**config.mk**
```make
export PLATFORM = sky130hd
export DESIGN_NAME = crc_codeword_packer_flat
export DESIGN_NICKNAME = d
export VERILOG_FILES = /design/src/hdl/cpk_pkg.sv /design/src/hdl/cpk_ifs.sv /design/src/hdl/cpk_front.sv /design/src/hdl/cpk_fifo.sv /design/src/hdl/cpk_back.sv /design/src/hdl/crc_codeword_packer.sv /design/src/flat_wrapper.sv
export SDC_FILE = /design/constraint.sdc
export NUM_CORES = 1
export LEC_CHECK = 0
export BUFFER_PORTS_ARGS = -buffer_cell sky130_fd_sc_hd__buf_2
export CAP_MARGIN = 0
export CORE_MARGIN = 8
export CORE_UTILIZATION = 50
export DETAILED_ROUTE_END_ITERATION = 12
export GPL_TIMING_DRIVEN = 1
export HOLD_SLACK_MARGIN = 0.02
export PLACE_DENSITY = 0.8
export SYNTH_ARGS = -nofsm -noshare
export SYNTH_HDL_FRONTEND = slang
export SYNTH_HIERARCHICAL = 1
export SYNTH_SLANG_ARGS = --single-unit
```
**constraint.sdc**
```tcl
create_clock -name clk_i -period 6.5 [get_ports clk_i]
set_input_delay 0.325 -clock clk_i [delete_from_list [all_inputs] [get_ports clk_i]]
set_output_delay 0.325 -clock clk_i [all_outputs]
set_load 0.01 [all_outputs]
```
**src/hdl/cpk_pkg.sv**
```systemverilog
// Package for the CRC codeword packer: field widths, register indexes,
// reset values and the control record passed from front end to packer.
// No dependencies.
`default_nettype none

package cpk_pkg;

  localparam int MAX_GEN_BITS = 16;
  localparam int BYTE_W       = 8;
  localparam int PAD_W        = 3;
  localparam int GEN_BITS_W   = 16;
  localparam int GEN_LEN_W    = 5;
  localparam int CFG_IDX_W    = 2;
  localparam int CFG_DATA_W   = 16;
  localparam int QUEUE_DEPTH  = 2;

  localparam logic [CFG_IDX_W-1:0] REG_GEN_BITS = 2'd0;
  localparam logic [CFG_IDX_W-1:0] REG_GEN_LEN  = 2'd1;
  localparam logic [CFG_IDX_W-1:0] REG_DW_MODE  = 2'd2;

  localparam logic [GEN_BITS_W-1:0] GEN_BITS_RST = 16'd11;
  localparam logic [GEN_LEN_W-1:0]  GEN_LEN_RST  = 5'd4;
  localparam logic                  DW_MODE_RST  = 1'b1;

  // Dataword mode codes
  localparam logic MODE_NIBBLE = 1'b0;
  localparam logic MODE_BYTE   = 1'b1;

  // Opcode values
  localparam logic OP_START = 1'b0;
  localparam logic OP_DATA  = 1'b1;

  typedef struct packed {
    logic             is_start;
    logic [PAD_W-1:0] pad;
  } cpk_ctrl_t;

endpackage

`default_nettype wire

```
**src/hdl/cpk_ifs.sv**
```systemverilog
// Channel interfaces of the CRC codeword packer: input items, result
// items and configuration writes. Depends on cpk_pkg.
`default_nettype none

interface cpk_in_if;
  logic       valid;
  logic       ready;
  logic       opcode;
  logic [7:0] data_byte;
  logic [2:0] pad_bits;

  modport source (output valid, opcode, data_byte, pad_bits, input ready);
  modport sink   (input valid, opcode, data_byte, pad_bits, output ready);
endinterface

interface cpk_out_if;
  logic       valid;
  logic       ready;
  logic [7:0] out_byte;
  logic       last_of_run;

  modport source (output valid, out_byte, last_of_run, input ready);
  modport sink   (input valid, out_byte, last_of_run, output ready);
endinterface

interface cpk_cfg_if;
  import cpk_pkg::*;
  logic                  valid;
  logic                  ready;
  logic [CFG_IDX_W-1:0]  index;
  logic [CFG_DATA_W-1:0] value;

  modport source (output valid, index, value, input ready);
  modport sink   (input valid, index, value, output ready);
endinterface

`default_nettype wire

```
**src/hdl/cpk_front.sv**
```systemverilog
// Front end: configuration registers, item intake and codeword building
// by modulo-2 division. Depends on cpk_pkg and cpk_ifs.
`default_nettype none

module cpk_front #(
  parameter int MAX_GENERATOR_BITS = cpk_pkg::MAX_GEN_BITS
) (
  input  logic                    clk_i,
  input  logic                    rst_ni,
  cpk_in_if.sink                  in_i,
  cpk_cfg_if.sink                 cfg_i,
  output logic                    push_valid_o,
  input  logic                    push_ready_i,
  output cpk_pkg::cpk_ctrl_t      push_ctrl_o,
  output logic [2*MAX_GENERATOR_BITS+5:0]               push_bits_o,
  output logic [$clog2(2*MAX_GENERATOR_BITS+7)-1:0]     push_nbits_o
);
  import cpk_pkg::*;

  localparam int MG     = MAX_GENERATOR_BITS;
  localparam int GW     = $clog2(MG + 1);
  localparam int WW     = BYTE_W + MG - 1;   // codeword of a byte dataword
  localparam int HW     = MG + 3;            // codeword of a nibble dataword
  localparam int CW_TOT = 2 * HW;
  localparam int NW     = $clog2(CW_TOT + 1);

  logic [GEN_BITS_W-1:0] gen_bits_q;
  logic [GEN_LEN_W-1:0]  gen_len_q;
  logic                  dw_mode_q;

  logic [GW-1:0] g_eff;
  logic [MG-1:0] gen_ext, gen_mask, gen_al;
  logic [WW-1:0] cw_byte, cw_hi, cw_lo;
  logic [NW-1:0] nib_len;

  // Long division in a frame where the generator sits at the top of MG bits
  function automatic logic [WW-1:0] div_cw(input logic [7:0] d,
                                           input logic [MG-1:0] g_a);
    logic [WW-1:0] sh;
    logic [WW-1:0] w;
    logic [WW-1:0] gx;
    sh = WW'(d) << (MG - 1);
    gx = WW'(g_a);
    w  = sh;
    for (int j = BYTE_W - 1; j >= 0; j--) begin
      if (w[j+MG-1]) w = w ^ (gx << j);
    end
    return sh | w;
  endfunction

  always_ff @(posedge clk_i or negedge rst_ni) begin
    if (!rst_ni) begin
      gen_bits_q <= GEN_BITS_RST;
      gen_len_q  <= GEN_LEN_RST;
      dw_mode_q  <= DW_MODE_RST;
    end else if (cfg_i.valid) begin
      unique case (cfg_i.index)
        REG_GEN_BITS: gen_bits_q <= cfg_i.value[GEN_BITS_W-1:0];
        REG_GEN_LEN:  gen_len_q  <= cfg_i.value[GEN_LEN_W-1:0];
        REG_DW_MODE:  dw_mode_q  <= cfg_i.value[0];
        default: ;
      endcase
    end
  end

  assign cfg_i.ready = 1'b1;

  always_comb begin
    if (gen_len_q < GEN_LEN_W'(2)) begin
      g_eff = GW'(2);
    end else if (32'(gen_len_q) > MG) begin
      g_eff = GW'(MG);
    end else begin
      g_eff = GW'(gen_len_q);
    end
  end

  assign gen_ext  = MG'(gen_bits_q);
  assign gen_mask = ~({MG{1'b1}} << g_eff);
  assign gen_al   = (gen_ext & gen_mask) << (GW'(MG) - g_eff);

  assign cw_byte = div_cw(in_i.data_byte, gen_al);
  assign cw_hi   = div_cw({4'b0, in_i.data_byte[7:4]}, gen_al);
  assign cw_lo   = div_cw({4'b0, in_i.data_byte[3:0]}, gen_al);
  assign nib_len = NW'(3) + NW'(g_eff);

  // Left-align the codeword bits; bits below the count stay zero
  always_comb begin
    push_ctrl_o.is_start = (in_i.opcode == OP_START);
    push_ctrl_o.pad      = in_i.pad_bits;
    unique case (dw_mode_q)
      MODE_BYTE: begin
        push_bits_o  = CW_TOT'(cw_byte) << (CW_TOT - WW);
        push_nbits_o = NW'(7) + NW'(g_eff);
      end
      default: begin
        push_bits_o  = {cw_hi[HW-1:0], HW'(0)} | ({cw_lo[HW-1:0], HW'(0)} >> nib_len);
        push_nbits_o = nib_len << 1;
      end
    endcase
  end

  assign push_valid_o = in_i.valid;
  assign in_i.ready   = push_ready_i;

endmodule

`default_nettype wire

```
**src/hdl/cpk_fifo.sv**
```systemverilog
// Short queue between front end and packer, two entries deep.
// Depends on cpk_pkg.
`default_nettype none

module cpk_fifo #(
  parameter int WIDTH = 8
) (
  input  logic             clk_i,
  input  logic             rst_ni,
  input  logic             push_valid_i,
  output logic             push_ready_o,
  input  logic [WIDTH-1:0] push_data_i,
  output logic             pop_valid_o,
  input  logic             pop_i,
  output logic [WIDTH-1:0] pop_data_o
);
  import cpk_pkg::*;

  localparam int PW = (QUEUE_DEPTH > 1) ? $clog2(QUEUE_DEPTH) : 1;
  localparam int CW = $clog2(QUEUE_DEPTH + 1);

  logic [WIDTH-1:0] mem_q [QUEUE_DEPTH];
  logic [PW-1:0]    wr_ptr_q, rd_ptr_q;
  logic [CW-1:0]    count_q;
  logic             push, pop;

  assign push_ready_o = (count_q != CW'(QUEUE_DEPTH));
  assign pop_valid_o  = (count_q != '0);
  assign push         = push_valid_i && push_ready_o;
  assign pop          = pop_i && pop_valid_o;
  assign pop_data_o   = mem_q[rd_ptr_q];

  always_ff @(posedge clk_i) begin
    if (push) mem_q[wr_ptr_q] <= push_data_i;
  end

  always_ff @(posedge clk_i or negedge rst_ni) begin
    if (!rst_ni) begin
      wr_ptr_q <= '0;
      rd_ptr_q <= '0;
      count_q  <= '0;
    end else begin
      if (push) wr_ptr_q <= (wr_ptr_q == PW'(QUEUE_DEPTH - 1)) ? '0 : wr_ptr_q + 1'b1;
      if (pop)  rd_ptr_q <= (rd_ptr_q == PW'(QUEUE_DEPTH - 1)) ? '0 : rd_ptr_q + 1'b1;
      if (push && !pop)      count_q <= count_q + 1'b1;
      else if (pop && !push) count_q <= count_q - 1'b1;
    end
  end

endmodule

`default_nettype wire

```
**src/hdl/cpk_back.sv**
```systemverilog
// Back end: MSB-first byte packer with output register. Merges queued
// codeword bits behind the held bits and emits one byte a cycle while
// out_o is ready. Depends on cpk_pkg and cpk_ifs.
`default_nettype none

module cpk_back #(
  parameter int MAX_GENERATOR_BITS = cpk_pkg::MAX_GEN_BITS
) (
  input  logic                    clk_i,
  input  logic                    rst_ni,
  input  logic                    q_valid_i,
  output logic                    q_pop_o,
  input  cpk_pkg::cpk_ctrl_t      q_ctrl_i,
  input  logic [2*MAX_GENERATOR_BITS+5:0]            q_bits_i,
  input  logic [$clog2(2*MAX_GENERATOR_BITS+7)-1:0]  q_nbits_i,
  cpk_out_if.source               out_o
);
  import cpk_pkg::*;

  localparam int CW_TOT = 2 * MAX_GENERATOR_BITS + 6;
  localparam int BW     = CW_TOT + BYTE_W;
  localparam int CNTW   = $clog2(BW + 1);

  logic [BW-1:0]     buf_q, buf_d, m_buf;
  logic [CNTW-1:0]   cnt_q, cnt_d, m_cnt;
  logic              ov_q, ov_d;
  logic [BYTE_W-1:0] byte_q, byte_d;
  logic              last_q, last_d;
  logic              slot_free, room, take;

  assign slot_free = !ov_q || out_o.ready;
  assign room      = cnt_q < CNTW'(BYTE_W);
  // A start item needs the output slot at once; data bits can merge early
  assign take      = q_valid_i && room && (!q_ctrl_i.is_start || slot_free);
  assign q_pop_o   = take;

  always_comb begin
    m_buf  = buf_q;
    m_cnt  = cnt_q;
    buf_d  = buf_q;
    cnt_d  = cnt_q;
    ov_d   = ov_q && !out_o.ready;
    byte_d = byte_q;
    last_d = last_q;
    if (take && !q_ctrl_i.is_start) begin
      m_buf = buf_q | ({q_bits_i, BYTE_W'(0)} >> cnt_q[2:0]);
      m_cnt = cnt_q + CNTW'(q_nbits_i);
    end
    if (take && q_ctrl_i.is_start) begin
      // drop leftover bits, preload the pad zeros
      ov_d   = 1'b1;
      byte_d = BYTE_W'(q_ctrl_i.pad);
      last_d = 1'b1;
      buf_d  = '0;
      cnt_d  = CNTW'(q_ctrl_i.pad);
    end else if (m_cnt >= CNTW'(BYTE_W) && slot_free) begin
      ov_d   = 1'b1;
      byte_d = m_buf[BW-1 -: BYTE_W];
      last_d = m_cnt < CNTW'(2 * BYTE_W);
      buf_d  = m_buf << BYTE_W;
      cnt_d  = m_cnt - CNTW'(BYTE_W);
    end else begin
      buf_d = m_buf;
      cnt_d = m_cnt;
    end
  end

  always_ff @(posedge clk_i or negedge rst_ni) begin
    if (!rst_ni) begin
      buf_q <= '0;
      cnt_q <= '0;
      ov_q  <= 1'b0;
    end else begin
      buf_q <= buf_d;
      cnt_q <= cnt_d;
      ov_q  <= ov_d;
    end
  end

  always_ff @(posedge clk_i) begin
    byte_q <= byte_d;
    last_q <= last_d;
  end

  assign out_o.valid       = ov_q;
  assign out_o.out_byte    = byte_q;
  assign out_o.last_of_run = last_q;

endmodule

`default_nettype wire

```
**src/hdl/crc_codeword_packer.sv**
```systemverilog
// Top level of the CRC codeword packer: front end, queue and byte packer.
// Depends on cpk_pkg, cpk_ifs, cpk_front, cpk_fifo and cpk_back.
//
//   channel | dir | carries                          | accepted when
//   in_i    | in  | opcode, data_byte, pad_bits      | valid && ready
//   out_o   | out | out_byte, last_of_run            | valid && ready
//   cfg_i   | in  | index, value (register write)    | valid && ready
//
// The front end builds the codewords of an item combinationally and takes a
// new item every cycle while the two-entry queue has room.
// The packer emits one byte per cycle while out_o is ready; an item yields
// up to five bytes in nibble mode with a 16-bit generator.
// Reset restores the register defaults and empties the packer; no clearing pass.
// The output register lets the packer keep merging while a byte waits.
`default_nettype none

module crc_codeword_packer #(
  parameter int MAX_GENERATOR_BITS = cpk_pkg::MAX_GEN_BITS
) (
  input  logic       clk_i,
  input  logic       rst_ni,
  cpk_in_if.sink     in_i,
  cpk_out_if.source  out_o,
  cpk_cfg_if.sink    cfg_i
);
  import cpk_pkg::*;

  localparam int CW_TOT = 2 * MAX_GENERATOR_BITS + 6;
  localparam int NW     = $clog2(CW_TOT + 1);
  localparam int EW     = $bits(cpk_ctrl_t) + NW + CW_TOT;

  logic              push_valid, push_ready, q_valid, q_pop;
  cpk_ctrl_t         push_ctrl, q_ctrl;
  logic [CW_TOT-1:0] push_bits, q_bits;
  logic [NW-1:0]     push_nbits, q_nbits;
  logic [EW-1:0]     q_data;

  cpk_front #(.MAX_GENERATOR_BITS(MAX_GENERATOR_BITS)) u_front (
    .clk_i        (clk_i),
    .rst_ni       (rst_ni),
    .in_i         (in_i),
    .cfg_i        (cfg_i),
    .push_valid_o (push_valid),
    .push_ready_i (push_ready),
    .push_ctrl_o  (push_ctrl),
    .push_bits_o  (push_bits),
    .push_nbits_o (push_nbits)
  );

  cpk_fifo #(.WIDTH(EW)) u_fifo (
    .clk_i        (clk_i),
    .rst_ni       (rst_ni),
    .push_valid_i (push_valid),
    .push_ready_o (push_ready),
    .push_data_i  ({push_ctrl, push_nbits, push_bits}),
    .pop_valid_o  (q_valid),
    .pop_i        (q_pop),
    .pop_data_o   (q_data)
  );

  assign {q_ctrl, q_nbits, q_bits} = q_data;

  cpk_back #(.MAX_GENERATOR_BITS(MAX_GENERATOR_BITS)) u_back (
    .clk_i     (clk_i),
    .rst_ni    (rst_ni),
    .q_valid_i (q_valid),
    .q_pop_o   (q_pop),
    .q_ctrl_i  (q_ctrl),
    .q_bits_i  (q_bits),
    .q_nbits_i (q_nbits),
    .out_o     (out_o)
  );

  a_pop_nonempty: assert property (@(posedge clk_i) disable iff (!rst_ni)
    q_pop |-> q_valid)
    else $error("packer popped an empty queue");

  a_start_header: assert property (@(posedge clk_i) disable iff (!rst_ni)
    (q_pop && q_ctrl.is_start) |=>
      (out_o.valid && out_o.last_of_run &&
       out_o.out_byte == BYTE_W'($past(q_ctrl.pad))))
    else $error("start item did not produce its header byte");

  a_full_has_head: assert property (@(posedge clk_i) disable iff (!rst_ni)
    !push_ready |-> q_valid)
    else $error("queue full but no head entry");

endmodule

`default_nettype wire

```
**src/flat_wrapper.sv**
```systemverilog
// flat-port wrapper written by rule: the top's interface ports become plain ports
module crc_codeword_packer_flat import cpk_pkg::*;
#(
  parameter int MAX_GENERATOR_BITS = cpk_pkg::MAX_GEN_BITS
)
  (clk_i, rst_ni, in_i_valid, in_i_opcode, in_i_data_byte, in_i_pad_bits, in_i_ready, out_o_valid, out_o_out_byte, out_o_last_of_run, out_o_ready, cfg_i_valid, cfg_i_index, cfg_i_value, cfg_i_ready);
  cpk_in_if in_i_i ();
  cpk_out_if out_o_i ();
  cpk_cfg_if cfg_i_i ();
  input  logic clk_i;
  input  logic rst_ni;
  input wire logic [$bits(in_i_i.valid)-1:0] in_i_valid;
  input wire logic [$bits(in_i_i.opcode)-1:0] in_i_opcode;
  input wire logic [$bits(in_i_i.data_byte)-1:0] in_i_data_byte;
  input wire logic [$bits(in_i_i.pad_bits)-1:0] in_i_pad_bits;
  output wire logic [$bits(in_i_i.ready)-1:0] in_i_ready;
  output wire logic [$bits(out_o_i.valid)-1:0] out_o_valid;
  output wire logic [$bits(out_o_i.out_byte)-1:0] out_o_out_byte;
  output wire logic [$bits(out_o_i.last_of_run)-1:0] out_o_last_of_run;
  input wire logic [$bits(out_o_i.ready)-1:0] out_o_ready;
  input wire logic [$bits(cfg_i_i.valid)-1:0] cfg_i_valid;
  input wire logic [$bits(cfg_i_i.index)-1:0] cfg_i_index;
  input wire logic [$bits(cfg_i_i.value)-1:0] cfg_i_value;
  output wire logic [$bits(cfg_i_i.ready)-1:0] cfg_i_ready;
  assign in_i_i.valid = in_i_valid;
  assign in_i_i.opcode = in_i_opcode;
  assign in_i_i.data_byte = in_i_data_byte;
  assign in_i_i.pad_bits = in_i_pad_bits;
  assign in_i_ready = in_i_i.ready;
  assign out_o_valid = out_o_i.valid;
  assign out_o_out_byte = out_o_i.out_byte;
  assign out_o_last_of_run = out_o_i.last_of_run;
  assign out_o_i.ready = out_o_ready;
  assign cfg_i_i.valid = cfg_i_valid;
  assign cfg_i_i.index = cfg_i_index;
  assign cfg_i_i.value = cfg_i_value;
  assign cfg_i_ready = cfg_i_i.ready;
  crc_codeword_packer #(.MAX_GENERATOR_BITS(MAX_GENERATOR_BITS)) u_core (.clk_i(clk_i), .rst_ni(rst_ni), .in_i(in_i_i), .out_o(out_o_i), .cfg_i(cfg_i_i));
endmodule
```
# --- Yosys cells after proc, flatten, opt, wreduce, memory -nomap -nowiden ---
# Memory sizes are Yosys's and may differ from the RTL's.
# Cells that the tools add are included.
classes:
  add_sub_neg: 9
  order_cmp: 5
  eq_ne: 3
  n_shift: 4
  muxes: 36
  bitwise: 24
  n_reduce_logical: 24
ops:
  columns: ["operator", "n"]
  rows:
  - ["23-bit two-way mux", 8]
  - ["19-bit two-way mux", 8]
  - ["46-bit two-way mux", 3]
  - ["46-bit OR", 1]
  - ["46-bit by 3-bit right shift with 46-bit output", 1]
  - ["38-bit two-way mux", 1]
  - ["19-bit OR", 2]
  - ["38-bit OR", 1]
  - ["38-bit by 6-bit right shift with 38-bit output", 1]
  - ["19-bit by 16-bit bitwise XOR with 19-bit output", 2]
  - ["19-bit by 17-bit bitwise XOR with 19-bit output", 2]
  - ["19-bit by 18-bit bitwise XOR with 19-bit output", 2]
  - ["19-bit bitwise XOR", 2]
  - ["6-bit two-way mux", 4]
  - ["23-bit OR", 1]
  - ["23-bit by 16-bit bitwise XOR with 23-bit output", 1]
  - ["23-bit by 17-bit bitwise XOR with 23-bit output", 1]
  - ["23-bit by 18-bit bitwise XOR with 23-bit output", 1]
  - ["23-bit by 19-bit bitwise XOR with 23-bit output", 1]
  - ["23-bit by 20-bit bitwise XOR with 23-bit output", 1]
  - ["23-bit by 21-bit bitwise XOR with 23-bit output", 1]
  - ["23-bit by 22-bit bitwise XOR with 23-bit output", 1]
  - ["23-bit bitwise XOR", 1]
  - ["16-bit AND", 1]
  - ["other kinds (30)", 57]
totals:
  regBits: 88
  ram_bits: 96
  input_bits: 35
  out_inout_bits: 12
  elab_cells: 118
  n_memories: 1
mem_list:
  columns: ["name", "words", "word_bits", "read_ports", "rd_clocked_by_memory_dff", "wr", "line_no", "rtl"]
  rows:
  - ["u_core.u_fifo.mem_q", 2, 48, 1, 0, 1, "cpk_fifo.sv:22", "logic [WIDTH-1:0] mem_q [QUEUE_DEPTH];"]

# --- Longest topological paths before layout ---
# Gate-level depths: netlist of run 1.
depth:
  word_depth: 25
  ltp_mapped: 30
  ltp_nobuf: 20

# --- Hierarchy ---
# The synthesis of run 1 kept the hierarchy.
by_module_without_submodules:
  columns: ["mod", "n_inst", "cells_each", "area_per_inst_um2", "seq_area_each_um2"]
  rows:
  - ["cpk_front", 1, 1033, 7113.1, 556.8]
  - ["cpk_back", 1, 434, 4281.6, 1511.4]
  - ["cpk_fifo", 1, 167, 3703.6, 2982.9]

# --- Worst setup path before layout of run 1 ---
# No wires, ideal clock.
synth_path:
  path_kind: "reg2reg"
  from: "register u_core.u_front.gen_len_q[3]"
  to: "memory u_core/u_fifo/mem_q[0][25] (netlist name) (data pin)"
  setup_ns: 0.168
  arrival_time_ns: 6.818
  required_ns: 6.332
  setup_slack_ns: -0.486
  stages_incl_launch_ff: 29
  path_buffers: 9
  period_less_slack_ns: 6.986
  cell_sequence: "dfrtp_1 > buf_2 > buf_2 > buf_1 > nor2_1 > o21ai_1 > clkbuf_1 > clkbuf_1 > ha_1 > inv_1 > ha_1 > clkbuf_1 > nand2_1 > or4_1 > and4_1 > nand3_1 > clkbuf_1 > o211ai_1 > and3_1 > o21ai_0 > xnor3_1 > xnor2_1 > a2bb2o_4 > or3_1 > buf_2 > buf_6 > a21oi_1 > xnor3_1 > a32oi_1"
synth_via:
  elab_chain_len: 25
  word_cells_on_any_way: 48
  cone_classes: "add/sub (2); order compare (2); shift (3); mux (19); bitwise (22)"
synth_lines:
  columns: ["item", "line_no", "rtl"]
  rows:
  - ["start, declared", "cpk_front.sv:28", "logic [GEN_LEN_W-1:0] gen_len_q;"]
  - ["start signal, assigned", "cpk_front.sv:59", "REG_GEN_LEN: gen_len_q <= cfg_i.value[GEN_LEN_W-1:0];"]
  - ["5-bit > comparator", "cpk_front.sv:71", "end else if (32'(gen_len_q) > MG) begin"]
  - ["5-bit two-way mux", "cpk_front.sv:71", null]
  - ["5-bit two-way mux (*)", "cpk_front.sv:69", "if (gen_len_q < GEN_LEN_W'(2)) begin"]
  - ["16-bit by 5-bit left shift with 16-bit output", "cpk_front.sv:79", "assign gen_mask = ~({MG{1'b1}} << g_eff);"]
  - ["16-bit NOT", "cpk_front.sv:79", null]
  - ["16-bit AND", "cpk_front.sv:80", "assign gen_al = (gen_ext & gen_mask) << (GW'(MG) - g_eff);"]
  - ["16-bit by 5-bit left shift with 16-bit output", "cpk_front.sv:80", null]
  - ["23-bit bitwise XOR", "cpk_front.sv:46", "if (w[j+MG-1]) w = w ^ (gx << j);"]
  - ["[... 10 more ...]", null, null]
  - ["23-bit two-way mux", "cpk_front.sv:46", null]
  - ["23-bit by 17-bit bitwise XOR with 23-bit output", "cpk_front.sv:46", null]
  - ["23-bit two-way mux", "cpk_front.sv:46", null]
  - ["23-bit by 16-bit bitwise XOR with 23-bit output", "cpk_front.sv:46", null]
  - ["23-bit two-way mux", "cpk_front.sv:46", null]
  - ["23-bit OR", "cpk_front.sv:48", "return sh | w;"]
  - ["38-bit two-way mux (*)", "cpk_front.sv:91", "unique case (dw_mode_q)"]
  - ["via u_core.push_bits[25]", "crc_codeword_packer.sv:34", "logic [CW_TOT-1:0] push_bits, q_bits;"]
  - ["end, declared", "cpk_fifo.sv:22", null]
# The timed path passes the listed nets; every way through them passes the cells marked *.

# --- Worst setup path after layout of run 1 ---
# Same ends and word-level chain as after synthesis.

==> metrics, run 1 <==
run status finished clean; Remaining DRCs 0; H-tree levels 4; Max Cap Viol 0; max_slew headroom 0.174; Root Buffer clkbuf_16; Final Skew 19.6 ps; CP endpoint kind flop; worst min-delay path category primary input to async pin; clock tree sinks 183; post-synthesis net count 1683; Hold Violations, Final 0; Final HPWL DP 33000 um; CTS max path bufs 2; hold_ws 64.7 ps; clock latency on the worst-skew pair 430 ps; starting density of the core 0.508; syn_area_per_cell 9.24 um2; register area share after synthesis 0.335; Post-synth ARST share 0.426; # rows 63; share of cells above drive strength 1 0.191; clock buffer count from CTS 17; 1st-iter DRT viols 2180; die width 190 um; total die area 36000 um2; Fmax 161 MHz; remaining antenna violation count 0; Mapped Area 15100 um2; crit path DAT 6420 ps; total number of yosys warnings 6; crit path launch type flop; via count 13300; Max FO, Critical Path 14; crit share post-route 0.956; Vias/cell 6.51; WL final 45400 um; Slew Limit Fails 0; Most used DFF post-synth edfxtp_1; Core Area 29700 um2; Post-layout nets 1687; GPL Wtd Cong 1.01; number of global-route vias before repair 12700; first-pass GRT wire length 71800 um; Avg WL per Cell 22.3 um; Post-synth EDFFs 99; largest net degree at the start of global routing 79; hold-fix buffers at CTS 0; Cell variety after synth 96; initial antenna violation count 0; I/O Pins 47; CTS tree built; Yosys reg bits 183; Tmin final 6220 ps; PortBufs 45; # setup viols final 0; worst path required time 6710 ps; RSZ-0062 raised after global routing false; GR Util All Layers 0.248; Die H 190 um; Mapped Cells 1634; total grt overflow 0; Initial DRT Pass Iterations 7; worst-margin pin slew 1230 ps; Inserted Diodes 0; area delta synth->final 9.69%; Clock transition at path regs 80 ps; Crit Path Category flop to flop
-- cells in the mapped netlist (all sizes together) (50+ instances only) --
cell    instances  area, um2
dfrtp          73       1830
nor2          155        582
mux2i         152       1520
mux2           82        961
buf            50        322
nand2         172        651
xnor2          74        648
o21ai          90        450
edfxtp         99       2970
clkbuf         87        327
a21oi          94        474
-- layer usage --
layer  global-route usage  part of all wire
met5                    0                 0
met4               0.0917             0.036
met3               0.0359             0.092
met2                0.393              0.46
met1                0.339              0.42
-- registers in the layout, summed over array words and instances, names as in the netlist --
name,count
u_core/u_fifo/mem_q,96
u_core/u_back/buf_q,45
u_core/u_front/gen_bits_q,16
u_core/u_back/out_o.out_byte,8
u_core/u_back/cnt_q,6
u_core/u_front/gen_len_q,5
u_core/u_fifo/count_q,2
u_core/u_back/out_o.last_of_run,1
u_core/u_back/out_o.valid,1
u_core/u_fifo/rd_ptr_q,1
u_core/u_fifo/wr_ptr_q,1
u_core/u_front/dw_mode_q,1
-- path summary, 6_finish.rpt --
kind / start / to / slack [ps] / depth (start not counted)
setup / recovery: u_core/u_front/gen_len_q[3]$_DFFE_PN0P_ / u_core/u_fifo/mem_q[0][25]$_DFFE_PP_ / 280 / 19
min in group clk_i: in_i_pad_bits[2] / u_core/u_fifo/mem_q[1][46]$_DFFE_PP_ / 90 / 1
setup reg to reg: u_core/u_front/gen_len_q[3]$_DFFE_PN0P_ / u_core/u_fifo/mem_q[0][25]$_DFFE_PP_ / 280 / 19
hold reg to reg: u_core/u_back/out_o.out_byte[4]$_SDFFE_PP0P_ / u_core/u_back/out_o.out_byte[4]$_SDFFE_PP0P_ / 460 / 2
max in group asynchronous: rst_ni / u_core/u_back/cnt_q[0]$_DFF_PN0_ / 5720 / 1
hold / removal: rst_ni / u_core/u_back/out_o.valid$_DFF_PN0_ / 60 / 1
-- final cells by class --
cell class | count | area, um2
tap | 390 | 488
inverter | 25 | 93.8
clock buffer | 21 | 514
multi-input combinational | 1289 | 9450
clock inverter | 11 | 113
sequential | 183 | 5050
timing repair buffer | 122 | 847
fill | 2530 | 13200
-- critical path, cell delays in order, from the launching register on --
cell and delay, ps:
dfrtp_1 400, or3_1 420, nand2_2 110, ha_1 250
inv_1 120, ha_4 180, o31ai_1 510, mux4_2 360
o221a_1 470, nor3_4 100, xnor3_1 430, nor2_1 160
xnor2_1 200, xnor3_2 530, xnor2_2 200, a2bb2o_4 230
or3_4 430, a21oi_1 180, xnor3_1 400, a32oi_1 300
-- per-stage QoR --
stage                     setup WS, ps  setup TNS [ps]  cells  cell area [um2]   util
after floorplan                   50.8               0   1634            15100      -
after global placement            6.97               0   2009            15800  0.533
after detailed placement          -173           -1730   2009            15800  0.533
after CTS                         85.4               0   2041            16500  0.554
after global routing              13.2               0   2041            16600  0.557
final                              284               0   2041            16600  0.557
-- logic make-up after synthesis --
logic type	after synthesis	share of synthesized area
AND/OR/NAND/NOR	511	0.159
AO/OA/AOI/OAI	393	0.174
multiplexers	243	0.178
flip-flops	183	0.335
buffers and inverters	162	0.0491
XOR/XNOR	127	0.0932
adder cells (fa/ha/maj)	14	0.0121
other	1	0.000248
-- cells in the final DEF (no fill, tap or decap), types with 17 or more instances in the layout --
master | Yosys | routed
o211ai_1 | 30 | 30
clkbuf_16 | 0 | 20
mux2_2 | 72 | 72
nand3_1 | 32 | 31
nor3_1 | 28 | 26
buf_2 | 17 | 44
a21oi_1 | 93 | 93
edfxtp_1 | 99 | 99
nand2_1 | 170 | 170
mux2i_1 | 152 | 151
nor2_1 | 155 | 152
o21ai_0 | 86 | 86
a211oi_1 | 27 | 27
a22oi_1 | 17 | 17
xor2_1 | 32 | 32
nand4_1 | 24 | 24
xnor2_1 | 74 | 70
buf_4 | 11 | 74
dfrtp_1 | 73 | 70
inv_1 | 21 | 21
-- what timing repair did --
item	4_1_cts	5_1_grt
endpoints found under the hold margin	0	0
setup endpoints to repair	20	36
buffers inserted	0	0
gates resized for setup	1	18
pin swaps	0	0
Power of run 1 is not shown: default switching activity piles up to over one toggle a cycle in this logic, so the estimate is an artifact.
==> run 2: changes to the inputs <==
- SETUP_SLACK_MARGIN: default -> 0.5
==> run 2 against run 1 <==
Clock skew increased by 0.69 ps; critical path type unchanged; count of clock-buffer cells in the layout decreased by 3; via count rose by 2.1%; maximum frequency is 5.3% higher; global-route usage up 0.32 points; hold slack got worse by 19 ps; register-to-register slack gained 310 ps; final area increased by 3.0%; critical endpoint is now u_core/u_fifo/mem_q[1][23]$_DFFE_PP_; largest cell class unchanged; core utilization is 1.7 points higher.
==> metrics, run 2 (synthesis gave the netlist of run 1 again) <==
clock buffer count from CTS 17; Avg WL per Cell 23.0 um; run status finished clean; Max Cap Viol 0; Most flops, register u_core/u_fifo/mem_q; # rows 63; area delta synth->final 12.9%; CP endpoint kind flop; Core Area 29700 um2; crit path launch type flop; met2 Resource Use GR 0.402; worst path required time 6630 ps; max reg flops 96; Post-Route Utilization 0.574; 1st-iter DRT viols 2089; starting density of the core 0.508; CTS max path bufs 2; FF-to-FF setup slack 600 ps; RSZ-0062 raised after global routing true; commonest non-fill, non-tap cell in the layout nand2_1; Slew Limit Fails 0; Max FO, Critical Path 13; hold-fix buffers at CTS 0; Final Instance Area 17100 um2; worst-margin pin slew 1140 ps; Clock transition at path regs 80 ps; Die H 190 um; GR Util All Layers 0.251; Vias/cell 6.57; global routing usage on met3 0.0408; CTS tree built; total die area 36000 um2; initial antenna violation count 0; PortBufs 45; clock latency on the worst-skew pair 440 ps; # setup viols final 0; total grt overflow 0; Filler Cells Inserted 2503; number of global-route vias before repair 12900; remaining antenna violation count 0; clock tree sinks 183; Tmin final 5900 ps; placed cell area 15800 um2; Hold Violations, Final 0; Final Skew 20.3 ps; H-tree levels 4; GPL Wtd Cong 0.985; Largest regs u_core/u_fifo/mem_q x96, u_core/u_back/buf_q x45, u_core/u_front/gen_bits_q x16; Post-layout nets 1709; total negative setup slack 0 ps; GR peak layer met2; Root Buffer clkbuf_16; largest net degree at the start of global routing 79; crit share post-route 0.908; first-pass GRT wire length 72400 um; Crit Path Category flop to flop; commonest cells after routing, fill and taps aside 168 x nand2_1, 151 x nor2_1, 148 x mux2i_1; I/O Pins 47; via count 13600; Remaining DRCs 0; Initial DRT Pass Iterations 6; Fmax 169 MHz; Cell Count, Final, Fillers Out 2063; die width 190 um; grt met1 use 0.335; WL final 47400 um; Cells after DPL 1999; crit path DAT 6030 ps; Inserted Diodes 0; Final HPWL DP 33000 um; worst min-delay path category primary input to async pin; max_slew headroom 0.240; share of cells above drive strength 1 0.232
## run 2: changes by cell type in the layout (fill, tap and decap cells not counted), moves of 4 or more
| cell | previous run | this run |
|---|---|---|
| a21oi_1 | 93 | 86 |
| a21oi_2 | 1 | 8 |
| buf_4 | 74 | 91 |
| buf_6 | 1 | 6 |
| nor3_4 | 1 | 5 |
| or3_4 | 1 | 5 |
| xnor2_1 | 70 | 66 |
| xnor2_2 | 3 | 7 |
## run 2: final timing paths
check                                                             start                                           end  cells past startpoint
max                             u_core/u_front/gen_len_q[2]$_DFFE_PN1P_          u_core/u_fifo/mem_q[1][23]$_DFFE_PP_                     21
min                                                              rst_ni           u_core/u_back/out_o.valid$_DFF_PN0_                      1
max reg2reg                     u_core/u_front/gen_len_q[2]$_DFFE_PN1P_          u_core/u_fifo/mem_q[1][23]$_DFFE_PP_                     21
min reg2reg                u_core/u_back/out_o.out_byte[3]$_SDFFE_PP0P_  u_core/u_back/out_o.out_byte[3]$_SDFFE_PP0P_                      2
max in group asynchronous                                        rst_ni              u_core/u_back/cnt_q[2]$_DFF_PN0_                      1
min in group clk_i                                     in_i_pad_bits[1]          u_core/u_fifo/mem_q[1][45]$_DFFE_PP_                      1
## run 2: metrics by stage
step	hold slack (ps)	setup WS, ps
final	45.9	597
after global routing	71.2	381
after CTS	62.9	499
after detailed placement	444	85.0
after global placement	444	217
after floorplan	29.4	507
## run 2: cell type report
type | instances | area (um2) | area share
Multi-Input combinational cell | 1291 | 9810 | 0.576
Sequential cell | 183 | 5050 | 0.296
Timing Repair Buffer | 142 | 991 | 0.0581
Tap cell | 390 | 488 | 0.0286
Clock buffer | 18 | 450 | 0.0264
Clock inverter | 14 | 150 | 0.00881
Inverter | 25 | 104 | 0.00609
## run 2: critical path, stage by stage (launching register included)
cell	delay [ps]
dfstp_2	600
or3_4	160
nand2_4	70
ha_4	200
ha_1	210
or3b_2	210
nand2_2	80
mux4_2	530
o221a_4	360
nor3_4	200
xnor2_2	180
xnor3_1	480
nor2_4	170
xnor3_1	340
buf_4	200
a221o_1	360
nor3_4	330
buf_6	160
mux2i_4	230
xnor2_2	170
xnor2_2	180
a22oi_2	140
## run 2: repair_timing
item                                    4_1_cts  5_1_grt
endpoints found under the setup margin       34       54
pin swaps                                     8       27
cloned                                        0        2
hold endpoints to repair                      0        0
resized for setup                            12       60
setup buffers                                10       19
## run 2: layer usage
| metal | vias to the layer above | wire length, um |
|---|---|---|
| li1 | 6065 | - |
| met2 | 775 | 21900 |
| met5 | - | 0 |
| met3 | 135 | 3950 |
| met1 | 6585 | 19700 |
| met4 | 0 | 1860 |
Power of run 2 is left out for the same reason.
